<file path="src/hdl/bfiq_pkg.sv">
package bfiq_pkg;

    // store size and round limits
    localparam int MAX_BITS   = 1024;
    localparam int MAX_HASHES = 16;

    // store address, modulus and round counter widths
    localparam int BIT_AW = (MAX_BITS > 1) ? $clog2(MAX_BITS) : 1;
    localparam int MOD_W  = BIT_AW + 1;
    localparam int RCNT_W = $clog2(MAX_HASHES + 1);

    // key layout: the round number is xored in at ROUND_SHIFT
    localparam int KEY_W       = 32;
    localparam int ROUND_SHIFT = 16;
    localparam int RND_BITS    = (MAX_HASHES > 1) ? $clog2(MAX_HASHES) : 1;

    // remainder unit takes DIG key bits per cycle
    localparam int DIG       = 4;
    localparam int PRE_W     = ((KEY_W - ROUND_SHIFT - RND_BITS) / DIG) * DIG;
    localparam int LOW_W     = KEY_W - PRE_W;
    localparam int PRE_STEPS = PRE_W / DIG;
    localparam int LOW_STEPS = LOW_W / DIG;
    localparam int DCNT_W    = (LOW_STEPS > 1) ? $clog2(LOW_STEPS) : 1;

    // configuration registers
    localparam int CFG_IDX_W  = 4;
    localparam int CFG_DATA_W = 11;
    localparam int FB_W       = 11;
    localparam int HC_W       = 5;
    localparam logic [CFG_IDX_W-1:0] REG_FILTER_BITS = CFG_IDX_W'(0);
    localparam logic [CFG_IDX_W-1:0] REG_HASH_COUNT  = CFG_IDX_W'(1);
    localparam logic [FB_W-1:0]      FB_RESET        = FB_W'(1024);
    localparam logic [HC_W-1:0]      HC_RESET        = HC_W'(10);

    // stream payload widths
    localparam int IN_TDATA_W  = 32;
    localparam int OUT_TDATA_W = 8;

    // mode codes
    localparam logic MODE_INSERT = 1'b0;
    localparam logic MODE_QUERY  = 1'b1;

    // store access issued by the sequencer
    typedef struct packed {
        logic              en;
        logic              we;
        logic [BIT_AW-1:0] addr;
    } t_mem_req;

    // query answer handed to the output register
    typedef struct packed {
        logic valid;
        logic present;
    } t_result;

endpackage

</file>
<file path="src/hdl/bloom_filter_insert_query.sv">
// Bloom filter with insert and query over a 1024-bit store. A transaction on the
// slave stream carries a 32-bit key hash (tdata) and the mode (tuser, 0 insert,
// 1 query); each query gives one transaction on the master stream with bit 0 of
// tdata set when every probed bit is set, inserts give none. Round i probes bit
// (key_hash ^ (i << 16)) mod filter_bits. One shared remainder unit takes four
// key bits a cycle, first over the top twelve bits once per item and then over
// the other twenty in each round, and each round makes one access to the bit
// store, which has one write port and one registered read port. A query answer
// waits in the sequencer, holding off the next item, for as long as the output
// register is still full. After reset the store is cleared one bit a cycle, and
// no item is taken until all 1024 bits are cleared; configuration writes are
// taken at any time and must be made while the block is idle.
module bloom_filter_insert_query (
    input  logic                                i_clk,
    input  logic                                i_rst_n,
    // slave stream
    input  logic                                s_axis_tvalid,
    output logic                                s_axis_tready,
    input  logic [bfiq_pkg::IN_TDATA_W-1:0]     s_axis_tdata,  // [31:0] key_hash
    input  logic                                s_axis_tuser,  // [0] mode
    // master stream
    output logic                                m_axis_tvalid,
    input  logic                                m_axis_tready,
    output logic [bfiq_pkg::OUT_TDATA_W-1:0]    m_axis_tdata,  // [0] maybe_present
    // configuration writes
    input  logic                                i_cfg_valid,
    output logic                                o_cfg_ready,
    input  logic [bfiq_pkg::CFG_IDX_W-1:0]      i_cfg_index,
    input  logic [bfiq_pkg::CFG_DATA_W-1:0]     i_cfg_data
);
    import bfiq_pkg::*;

    logic [FB_W-1:0]   r_filter_bits;
    logic [HC_W-1:0]   r_hash_count;
    logic              r_clr_busy;
    logic [BIT_AW-1:0] r_clr_addr;
    logic              r_m_valid;
    logic              r_m_bit;

    logic [MOD_W-1:0]  w_eff_mod;
    logic [RCNT_W-1:0] w_eff_rnd;
    logic              w_seq_ready;
    logic              w_in_acc;
    logic              w_out_free;
    logic              w_rd_data;
    t_mem_req          w_req;
    t_result           w_res;

    // configuration registers
    assign o_cfg_ready = 1'b1;

    always_ff @(posedge i_clk) begin
        if (!i_rst_n) begin
            r_filter_bits <= FB_RESET;
            r_hash_count  <= HC_RESET;
        end else if (i_cfg_valid) begin
            unique case (i_cfg_index)
                REG_FILTER_BITS: r_filter_bits <= i_cfg_data[FB_W-1:0];
                REG_HASH_COUNT:  r_hash_count  <= i_cfg_data[HC_W-1:0];
                default: begin
                end
            endcase
        end
    end

    // modulus and round count clamped to what the store supports
    always_comb begin
        if (r_filter_bits == '0) begin
            w_eff_mod = MOD_W'(1);
        end else if (32'(r_filter_bits) > 32'(MAX_BITS)) begin
            w_eff_mod = MOD_W'(MAX_BITS);
        end else begin
            w_eff_mod = MOD_W'(r_filter_bits);
        end
        if (32'(r_hash_count) > 32'(MAX_HASHES)) begin
            w_eff_rnd = RCNT_W'(MAX_HASHES);
        end else begin
            w_eff_rnd = RCNT_W'(r_hash_count);
        end
    end

    // clearing sweep after reset
    always_ff @(posedge i_clk) begin
        if (!i_rst_n) begin
            r_clr_busy <= 1'b1;
            r_clr_addr <= '0;
        end else if (r_clr_busy) begin
            r_clr_addr <= r_clr_addr + BIT_AW'(1);
            if (r_clr_addr == BIT_AW'(MAX_BITS - 1)) begin
                r_clr_busy <= 1'b0;
            end
        end
    end

    // input handshake
    assign s_axis_tready = w_seq_ready & ~r_clr_busy;
    assign w_in_acc      = s_axis_tvalid & s_axis_tready;
    assign w_out_free    = ~r_m_valid | m_axis_tready;

    bfiq_seq u_seq (
        .i_clk      (i_clk),
        .i_rst_n    (i_rst_n),
        .i_start    (w_in_acc),
        .i_mode     (s_axis_tuser),
        .i_key      (s_axis_tdata),
        .i_mod      (w_eff_mod),
        .i_rounds   (w_eff_rnd),
        .i_out_free (w_out_free),
        .i_rd_data  (w_rd_data),
        .o_ready    (w_seq_ready),
        .o_req      (w_req),
        .o_res      (w_res)
    );

    // bit store, the sweep owns the write port while it runs
    bfiq_ram #(
        .WIDTH (1),
        .DEPTH (MAX_BITS)
    ) u_store (
        .i_clk   (i_clk),
        .i_we    (r_clr_busy | (w_req.en & w_req.we)),
        .i_waddr (r_clr_busy ? r_clr_addr : w_req.addr),
        .i_wdata (~r_clr_busy),
        .i_raddr (w_req.addr),
        .o_rdata (w_rd_data)
    );

    // output register
    always_ff @(posedge i_clk) begin
        if (!i_rst_n) begin
            r_m_valid <= 1'b0;
        end else if (w_res.valid) begin
            r_m_valid <= 1'b1;
        end else if (m_axis_tready) begin
            r_m_valid <= 1'b0;
        end
    end

    always_ff @(posedge i_clk) begin
        if (w_res.valid) begin
            r_m_bit <= w_res.present;
        end
    end

    assign m_axis_tvalid = r_m_valid;
    assign m_axis_tdata  = {(OUT_TDATA_W - 1)'(0), r_m_bit};

    // a result is only produced into a free output register
    a_res_into_free: assert property (@(posedge i_clk) disable iff (!i_rst_n)
        w_res.valid |-> (!r_m_valid || m_axis_tready))
        else $error("result produced while output register full");

    // the sequencer leaves the store alone during the clearing sweep
    a_no_req_in_clear: assert property (@(posedge i_clk) disable iff (!i_rst_n)
        r_clr_busy |-> !w_req.en)
        else $error("store access during clearing sweep");

    // every probed index lies below the modulus in use
    a_addr_in_range: assert property (@(posedge i_clk) disable iff (!i_rst_n)
        w_req.en |-> (MOD_W'(w_req.addr) < w_eff_mod))
        else $error("store index not below modulus");

    // one item at a time: ready drops right after a transaction
    a_busy_after_acc: assert property (@(posedge i_clk) disable iff (!i_rst_n)
        w_in_acc |=> !s_axis_tready)
        else $error("input taken while an item is in progress");

endmodule

</file>
<file path="src/hdl/bfiq_ram.sv">
module bfiq_ram #(
    parameter int WIDTH = 1,
    parameter int DEPTH = 1024
) (
    input  logic                     i_clk,
    input  logic                     i_we,
    input  logic [$clog2(DEPTH)-1:0] i_waddr,
    input  logic [WIDTH-1:0]         i_wdata,
    input  logic [$clog2(DEPTH)-1:0] i_raddr,
    output logic [WIDTH-1:0]         o_rdata
);

    logic [WIDTH-1:0] r_mem [DEPTH];
    logic [WIDTH-1:0] r_rdata;

    // one write port, one registered read port
    always_ff @(posedge i_clk) begin
        if (i_we) begin
            r_mem[i_waddr] <= i_wdata;
        end
        r_rdata <= r_mem[i_raddr];
    end

    assign o_rdata = r_rdata;

endmodule

</file>
<file path="src/hdl/bfiq_mod_step.sv">
module bfiq_mod_step (
    input  logic [bfiq_pkg::BIT_AW-1:0] i_rem,
    input  logic [bfiq_pkg::DIG-1:0]    i_dig,
    input  logic [bfiq_pkg::MOD_W-1:0]  i_mod,
    output logic [bfiq_pkg::BIT_AW-1:0] o_rem
);
    import bfiq_pkg::*;

    // shift in DIG bits msb first, one compare and subtract per bit
    // the running remainder stays below the modulus, so 2r+b < 2m
    always_comb begin
        logic [MOD_W-1:0]  t;
        logic [BIT_AW-1:0] r;
        r = i_rem;
        t = '0;
        for (int k = 0; k < DIG; k++) begin
            t = {r, i_dig[DIG-1-k]};
            if (t >= i_mod) begin
                t = t - i_mod;
            end
            r = t[BIT_AW-1:0];
        end
        o_rem = r;
    end

endmodule

</file>
<file path="src/hdl/bfiq_seq.sv">
module bfiq_seq (
    input  logic                        i_clk,
    input  logic                        i_rst_n,
    input  logic                        i_start,
    input  logic                        i_mode,
    input  logic [bfiq_pkg::KEY_W-1:0]  i_key,
    input  logic [bfiq_pkg::MOD_W-1:0]  i_mod,
    input  logic [bfiq_pkg::RCNT_W-1:0] i_rounds,
    input  logic                        i_out_free,
    input  logic                        i_rd_data,
    output logic                        o_ready,
    output bfiq_pkg::t_mem_req          o_req,
    output bfiq_pkg::t_result           o_res
);
    import bfiq_pkg::*;

    localparam logic [2:0] S_IDLE = 3'd0;
    localparam logic [2:0] S_PRE  = 3'd1;
    localparam logic [2:0] S_RND  = 3'd2;
    localparam logic [2:0] S_FIN  = 3'd3;
    localparam logic [2:0] S_DONE = 3'd4;

    logic [2:0]        r_state,   n_state;
    logic              r_mode,    n_mode;
    logic [KEY_W-1:0]  r_key,     n_key;
    logic [MOD_W-1:0]  r_mod,     n_mod;
    logic [RCNT_W-1:0] r_rounds,  n_rounds;
    logic [RCNT_W-1:0] r_round,   n_round;
    logic [DCNT_W-1:0] r_dig,     n_dig;
    logic [KEY_W-1:0]  r_shf,     n_shf;
    logic [BIT_AW-1:0] r_rem,     n_rem;
    logic [BIT_AW-1:0] r_pre,     n_pre;
    logic              r_all,     n_all;
    logic              r_rd_pend, n_rd_pend;

    logic [BIT_AW-1:0] w_step;
    logic [RCNT_W-1:0] w_round_inc;
    logic              w_last_pre;
    logic              w_last_low;
    logic              w_last_round;
    logic              w_rd_bit;
    logic [KEY_W-1:0]  w_low_first;
    logic [KEY_W-1:0]  w_low_next;

    // shared remainder unit, fed from the top of the key shifter
    bfiq_mod_step u_step (
        .i_rem (r_rem),
        .i_dig (r_shf[KEY_W-1 -: DIG]),
        .i_mod (r_mod),
        .o_rem (w_step)
    );

    // counters and the low part of the key for the coming round
    assign w_round_inc  = r_round + RCNT_W'(1);
    assign w_last_pre   = (r_dig == DCNT_W'(PRE_STEPS - 1));
    assign w_last_low   = (r_dig == DCNT_W'(LOW_STEPS - 1));
    assign w_last_round = (w_round_inc == r_rounds);
    assign w_low_first  = r_key << PRE_W;
    assign w_low_next   = (r_key ^ (KEY_W'(w_round_inc) << ROUND_SHIFT)) << PRE_W;

    // read data of the previous round's lookup
    assign w_rd_bit = r_rd_pend ? i_rd_data : 1'b1;

    // sequencer
    always_comb begin
        n_state   = r_state;
        n_mode    = r_mode;
        n_key     = r_key;
        n_mod     = r_mod;
        n_rounds  = r_rounds;
        n_round   = r_round;
        n_dig     = r_dig;
        n_shf     = r_shf;
        n_rem     = r_rem;
        n_pre     = r_pre;
        n_all     = r_all & w_rd_bit;
        n_rd_pend = 1'b0;
        o_req     = '0;
        o_res     = '0;
        unique case (r_state)
            S_IDLE: begin
                if (i_start) begin
                    n_mode   = i_mode;
                    n_key    = i_key;
                    n_mod    = i_mod;
                    n_rounds = i_rounds;
                    n_round  = '0;
                    n_dig    = '0;
                    n_rem    = '0;
                    n_shf    = i_key;
                    n_all    = 1'b1;
                    n_state  = (i_rounds == '0) ? S_DONE : S_PRE;
                end
            end
            S_PRE: begin
                // remainder of the key bits no round touches
                n_rem = w_step;
                n_shf = r_shf << DIG;
                n_dig = r_dig + DCNT_W'(1);
                if (w_last_pre) begin
                    n_pre   = w_step;
                    n_dig   = '0;
                    n_shf   = w_low_first;
                    n_state = S_RND;
                end
            end
            S_RND: begin
                n_rem = w_step;
                n_shf = r_shf << DIG;
                n_dig = r_dig + DCNT_W'(1);
                if (w_last_low) begin
                    // index done: set the bit or look it up
                    o_req.en  = 1'b1;
                    o_req.we  = (r_mode == MODE_INSERT);
                    o_req.addr = w_step;
                    n_rd_pend = (r_mode == MODE_QUERY);
                    n_rem     = r_pre;
                    n_dig     = '0;
                    n_round   = w_round_inc;
                    n_shf     = w_low_next;
                    if (w_last_round) begin
                        n_state = S_FIN;
                    end
                end
            end
            S_FIN: begin
                n_state = S_DONE;
            end
            S_DONE: begin
                if (r_mode == MODE_INSERT) begin
                    n_state = S_IDLE;
                end else if (i_out_free) begin
                    o_res.valid   = 1'b1;
                    o_res.present = r_all;
                    n_state       = S_IDLE;
                end
            end
            default: begin
                n_state = S_IDLE;
            end
        endcase
    end

    // control registers
    always_ff @(posedge i_clk) begin
        if (!i_rst_n) begin
            r_state   <= S_IDLE;
            r_rd_pend <= 1'b0;
        end else begin
            r_state   <= n_state;
            r_rd_pend <= n_rd_pend;
        end
    end

    // working registers
    always_ff @(posedge i_clk) begin
        r_mode   <= n_mode;
        r_key    <= n_key;
        r_mod    <= n_mod;
        r_rounds <= n_rounds;
        r_round  <= n_round;
        r_dig    <= n_dig;
        r_shf    <= n_shf;
        r_rem    <= n_rem;
        r_pre    <= n_pre;
        r_all    <= n_all;
    end

    assign o_ready = (r_state == S_IDLE);

endmodule
</file>
<file path="config.mk">
export PLATFORM = sky130hd
export DESIGN_NAME = bloom_filter_insert_query
export DESIGN_NICKNAME = d
export VERILOG_FILES = /design/src/hdl/bfiq_pkg.sv /design/src/hdl/bloom_filter_insert_query.sv /design/src/hdl/bfiq_ram.sv /design/src/hdl/bfiq_mod_step.sv /design/src/hdl/bfiq_seq.sv
export SDC_FILE = /design/constraint.sdc
export NUM_CORES = 2
export LEC_CHECK = 0
export BUFFER_PORTS_ARGS = -buffer_cell sky130_fd_sc_hd__buf_2
export CAP_MARGIN = 0
export CELL_PAD_IN_SITES_DETAIL_PLACEMENT = 1
export CELL_PAD_IN_SITES_GLOBAL_PLACEMENT = 1
export CORE_MARGIN = 2
export CORE_UTILIZATION = 30
export DETAILED_ROUTE_END_ITERATION = 8
export GPL_TIMING_DRIVEN = 0
export PLACE_DENSITY_LB_ADDON = 0.15
export SLEW_MARGIN = 25
export SYNTH_ARGS = -nofsm -noshare
export SYNTH_HDL_FRONTEND = slang
export SYNTH_HIERARCHICAL = 1
export SYNTH_SLANG_ARGS = --single-unit
</file>
<file path="constraint.sdc">
create_clock -name i_clk -period 20.6 [get_ports i_clk]
set_input_delay 2.06 -clock i_clk [delete_from_list [all_inputs] [get_ports i_clk]]
set_output_delay 2.06 -clock i_clk [all_outputs]
set_load 0.005 [all_outputs]
</file>
**Word level (Yosys, flattened, before mapping)**

Memories as Yosys holds them, arrays and structs flattened. A register that Yosys moved wholly into a read port is not among the register bits.
Index checks and enable logic that the tools add are counted.

- Flip-flop bits (word level): 131
- Bits in latches: 0
- Bits in writable memories: 1024
- Memory bits (read-only): 0
- Input bits: 53
- Output and inout bits: 11
- Logic and storage cells: 117
- Memories kept: 1

Memory list:

| name | words | width | read ports | clocked after memory_dff | write ports | line | source |
|---|---|---|---|---|---|---|---|
| u_store.r_mem | 1024 | 1 | 1 | 1 | 1 | bfiq_ram.sv:13 | `logic [WIDTH-1:0] r_mem [DEPTH];` |

- Add/subtract/negate cells: 7
- Multiply operators: 0
- Divide/modulo/power cells: 0
- $lt $le $gt $ge: 6
- Equality and inequality tests: 14
- Shift operators: 0
- Mux-type cells: 43
- Bitwise gates (word level): 10
- Reduce and logical (&&, ||, !) cells: 17

Operators by type and width:

| cell | number |
|---|---|
| 2-to-1 mux 32 bit | 3 |
| case mux 32 bit (3 select lines) | 1 |
| 2-to-1 mux 10 bit | 7 |
| greater-or-equal comparator 11 bit | 4 |
| subtractor 10 bit | 4 |
| 2-to-1 mux 3 bit | 10 |
| case mux 10 bit (3 select lines) | 1 |
| 2-to-1 mux 12 bit | 2 |
| bitwise XOR 20 bit | 1 |
| 2-to-1 mux 5 bit | 3 |
| case mux 3 bit (5 select lines) | 1 |
| > comparator 11 bit (second input constant) | 1 |
| logical NOT 11 bit | 1 |
| 2-to-1 mux 11 bit | 1 |
| adder 10 x 1 -> 10 bit (second input constant) | 1 |
| equality test 10 bit (second input constant) | 1 |
| case mux 5 bit (2 select lines) | 1 |
| AND reduction 2 bit | 5 |
| equality test 3 x 2 -> 1 bit (second input constant) | 3 |
| 2-to-1 mux 1 bit | 9 |
| case mux 3 bit (3 select lines) | 1 |
| AND reduction 3 bit | 3 |
| inequality test 2 x 1 -> 1 bit (second input constant) | 4 |
| equality test 3 bit (second input constant) | 2 |
| 18 further kinds | 27 |

**Longest topological paths before layout**

- Depth after elaboration: 14
- Mapped depth: 52
- Gate-level depth less buffers: 42

**Modules after synthesis**

The synthesis kept the hierarchy.

By module, submodules not included:

| module | instances | cells an instance | area an instance (µm²) | sequential area each (µm²) |
|---|---|---|---|---|
| bfiq_ram | 1 | 3112 | 44656.6 | 30769.5 |
| bfiq_seq | 1 | 284 | 4190.3 | 3012.9 |
| bfiq_mod_step | 1 | 326 | 2402.3 | 0.0 |
| bloom_filter_insert_query | 1 | 179 | 1525.2 | 590.6 |

**Worst setup path before layout**

Ideal clock, no wire load.

- Path kind: reg-to-reg
- Start point: reg r_clr_busy
- End point: mem u_store.r_mem[491] (enable)
- Setup time: 254 ps
- Data arrival time: 14167 ps
- Required time: 20346 ps
- Setup slack: 6179 ps
- Stages on the path, launching flop included: 9
- Path buffers: 3
- Period minus slack after synthesis: 14421 ps
- Path through: dfxtp_1 -> buf_2 -> buf_2 -> inv_1 -> nand2_1 -> and3_1 -> nand2_1 -> clkbuf_1 -> nor2_1

- Longest elaborated chain between the ends: 3
- Elaborated cells on any way between the ends: 4
- Those cells by class: mux (3); bitwise (1)

Ends and longest elaborated chain:

| what | line | source |
|---|---|---|
| from (decl) | bloom_filter_insert_query.sv:35 | `logic r_clr_busy;` |
| from (signal assigned) | bloom_filter_insert_query.sv:85 | `r_clr_busy <= 1'b1;` |
| from (signal assigned) | bloom_filter_insert_query.sv:90 | `r_clr_busy <= 1'b0;` |
| bitwise OR 1 bit | bloom_filter_insert_query.sv:121 | `.i_we (r_clr_busy \| (w_req.en & w_req.we)),` |
| 2-to-1 mux 1 bit | bfiq_ram.sv:18 | `if (i_we) begin` |
| 2-to-1 mux 1 bit (not written as such) | bfiq_ram.sv:19 | `r_mem[i_waddr] <= i_wdata;` |
| to (decl) | bfiq_ram.sv:13 |  |

Parallel ways exist; a longest one is shown, timed or not.

==> impl_metrics.ini <==
[run_status]
outcome = complete, no violations

[synthesis]
ys_top_cells_by_count = edfxtp_1, nor2_1, clkbuf_1
synth.most_common_cell = edfxtp_1
syn-cell-area_um2 = 52800
synth_top_area_share_pct = 63.8
synth_top_area_cell = edfxtp_1
syn_area_per_cell_um2 = 13.5
synth_top_cells_by_area = edfxtp_1, mux4_2, nor2_1
ys_seq_elements = 1156
synthCells = 3901
yosysSeqAreaShare_pct = 65.1
async_flop_share_pct = 0
ys_types = 90
yosys_warnings = 6
synth_top_flop_cell = edfxtp_1
synth_edf_count = 1122

[routing]
drc = 0
dr_wl_met2_mm = 98.7
final_antenna_net_count = 0
wl_met3_mm = 14.5
first_iter_violations = 4252
wl_per_cell_um = 32.8
vias = 35629
wl_met1_mm = 93.8
topRoutingLayerUsed = met5
viasPerCell = 5.44
firstDrtPassIters = 6
wl_mm = 215

[layout]
drive_above_1_share_pct = 16.8
stdcell_area_um2 = 61100
fin_util_pct = 35.0
layout.nets = 4229
syn2layout_area_growth_pct = 15.7

[global_route]
grt_pass1_wl_mm = 293
grt.overflow.total = 0
grt_start_max_net_pins = 143
grt_pass1_vias = 35763
grt.total_usage_pct = 23.8
antenna_found_initial = 15

[critical_path]
arrival_ps = 15140
cp_slowest_cell = clkinv_1
crit_path_end_kind = flip-flop
rr_endpoint = u_store/o_rdata$_DFF_P_
crit_required_ps = 21030
path_class = reg -> reg
reg2reg_slack_ps = 5880
r2r-start = u_seq/r_mod[1]$_DFFE_PP_
reg2reg_depth = 43
critPathLaunchType = flip-flop
cp_common_cell = clkbuf_1
worst_path_largest_cell_delay_ps = 1020
crit_fanout = 10

[clock_tree]
cts_max_level = 4
cts_sinks = 1156
cts.reportedPaths.clkPinSlew_ps = 50
cts_resized = 0
cts_tree = built
cts_made_buffers = 139
cts-root-buf = clkbuf_16
cts_hold_buf = 0
postCtsSetupRepairBufs = 0
clkLatencyLatePin_ps = 790
cts_buffer_depth = 3

[timing]
fin_crit_sh_pct = 71.4
drv_slew = 0
grt_setup_unrepaired = false
tns_ps = 0
period_minus_slack_ps = 14720
worstMarginPinSlew_ps = 1170
setup_violations = 0
hold_viol_final = 0
max_freq_mhz = 68.0
hold_ws_ps = 464
finClkSkew_ps = 32.0
relSlewSlack_pct = 21.9

[placed_design]
dp_hpwl_mm = 142
portBuffers = 55
dpl_cell_area_um2 = 56600
gp_congestion = 0.904

[floorplan]
die_area_um2 = 179000
ios = 64
start_util_pct = 30.3
fp.dieH_um = 423
die_w_um = 423
rows = 153
core-area_um2 = 174000

[power]
irDropWorstVdd_v = 0.0000807
power_density_nw_per_um2 = 82.8
p_leak_nw = 20.7

[min_path]
hp-class = reg -> reg
hold_depth = 2
hold-path-endpoint = r_hash_count[2]$_SDFFE_PN0P_
worstHoldStart = r_hash_count[2]$_SDFFE_PN0P_

[run]
drv_cap = 0
[registers in the layout (all words and copies together) (netlist names)]
signal and cells:
u_seq/r_dig 3, u_seq/r_rem 10, u_store/r_mem 1024, r_filter_bits 11, r_clr_busy 1, u_seq/r_key 20, u_seq/r_rounds 5, u_seq/r_state 3
r_clr_addr 10, r_hash_count 5, u_seq/r_mod 11, u_seq/r_pre 10, u_seq/r_shf 32, u_seq/r_all 1, u_store/o_rdata 1, r_m_bit 1
u_seq/r_mode 1, m_axis_tvalid 1, u_seq/r_round 5, u_seq/r_rd_pend 1
[per-stage QoR]
stage	setup slack (ps)	total power [W]	cells
6_report	5880	0.00506	6552
5_1_grt	5070	0.00519	6549
4_1_cts	5890	0.00511	6546
3_5_place_dp	5940	0.00265	6305
3_3_place_gp	-8460	0.00265	6287
2_1_floorplan	6180	0.00262	3907
[power by group]
group / internal [W] / switching, W
registers: 0.00254 / 0.00000140
logic: 0.0000141 / 0.0000462
clock network: 0.00145 / 0.00101
total: 0.00400 / 0.00105
[area by class of cell]
| type | instances | area, µm² |
|---|---|---|
| well taps | 2325 | 2910 |
| flip-flops and latches | 1156 | 34400 |
| plain buffers | 343 | 1800 |
| clock buffers | 181 | 3770 |
| repair buffers | 75 | 749 |
| inverters | 71 | 274 |
| multi-input cells | 2337 | 16500 |
| fillers | 18381 | 113000 |
| clock inverters | 60 | 643 |
| diodes | 4 | 10.0 |
[per-layer routing]
layer	vias to the layer above	global-route usage (%)
met4	4	8.70
met2	1272	37.4
met5	-	0
met1	19130	32.9
met3	331	4.08
li1	14892	-
[cells by family (layout without fill, tap and decap cells)]
logic type	count (synthesis)	in the layout	synth area share [%]
compound gates	380	380	5.11
xor+xnor	37	37	0.614
fa+ha+maj	54	54	1.33
buf+inv	414	730	3.68
flops	1156	1156	65.1
mux	373	373	12.3
other cells	2	12	0.0142
simple gates	1485	1485	11.8
[worst max-delay path: cells and delay by family (launching register included)]
kind	cells	cell delay [ps]
AO/OA/AOI/OAI	18	5280
buffers and inverters	10	4420
AND/OR/NAND/NOR	9	1910
adder cells (fa/ha/maj)	4	1370
multiplexers	2	810
flip-flops	1	480
[cell usage in the layout (no fill, tap or decap), types with 13 or more instances in the layout]
master / instances
a21o_1: 14
a21oi_1: 93
a222oi_1: 17
a22oi_1: 27
and2_1: 26
buf_1: 52
buf_16: 14
buf_2: 90
buf_4: 24
buf_6: 24
bufinv_16: 13
clkbuf_1: 146
clkbuf_16: 145
clkbuf_2: 90
clkinv_1: 27
clkinv_2: 13
dfxtp_1: 34
edfxtp_1: 1122
ha_1: 49
inv_1: 65
mux2_2: 25
mux2i_1: 130
mux4_1: 14
mux4_2: 200
nand2_1: 121
nand2b_1: 17
nand3_1: 64
nand4_1: 21
nor2_1: 1086
nor2b_1: 30
nor3_1: 52
o21ai_0: 34
o221ai_1: 55
o22ai_1: 31
xnor2_1: 25
[worst max path at each step]
stage | slack, ps | from | end
floorplan | 6180 | r_clr_busy$_SDFF_PN1_ | u_store/r_mem[491]$_DFFE_PP_
global placement | -8460 | r_clr_busy$_SDFF_PN1_ | u_store/r_mem[439]$_DFFE_PP_
detailed placement | 5940 | u_seq/r_mod[1]$_DFFE_PP_ | u_store/o_rdata$_DFF_P_
CTS | 5890 | u_seq/r_mod[1]$_DFFE_PP_ | u_store/o_rdata$_DFF_P_
global route | 5070 | u_seq/r_mod[1]$_DFFE_PP_ | u_store/o_rdata$_DFF_P_
finish | 5880 | u_seq/r_mod[1]$_DFFE_PP_ | u_store/o_rdata$_DFF_P_
No activity file was read; power rests on OpenSTA's default activity.
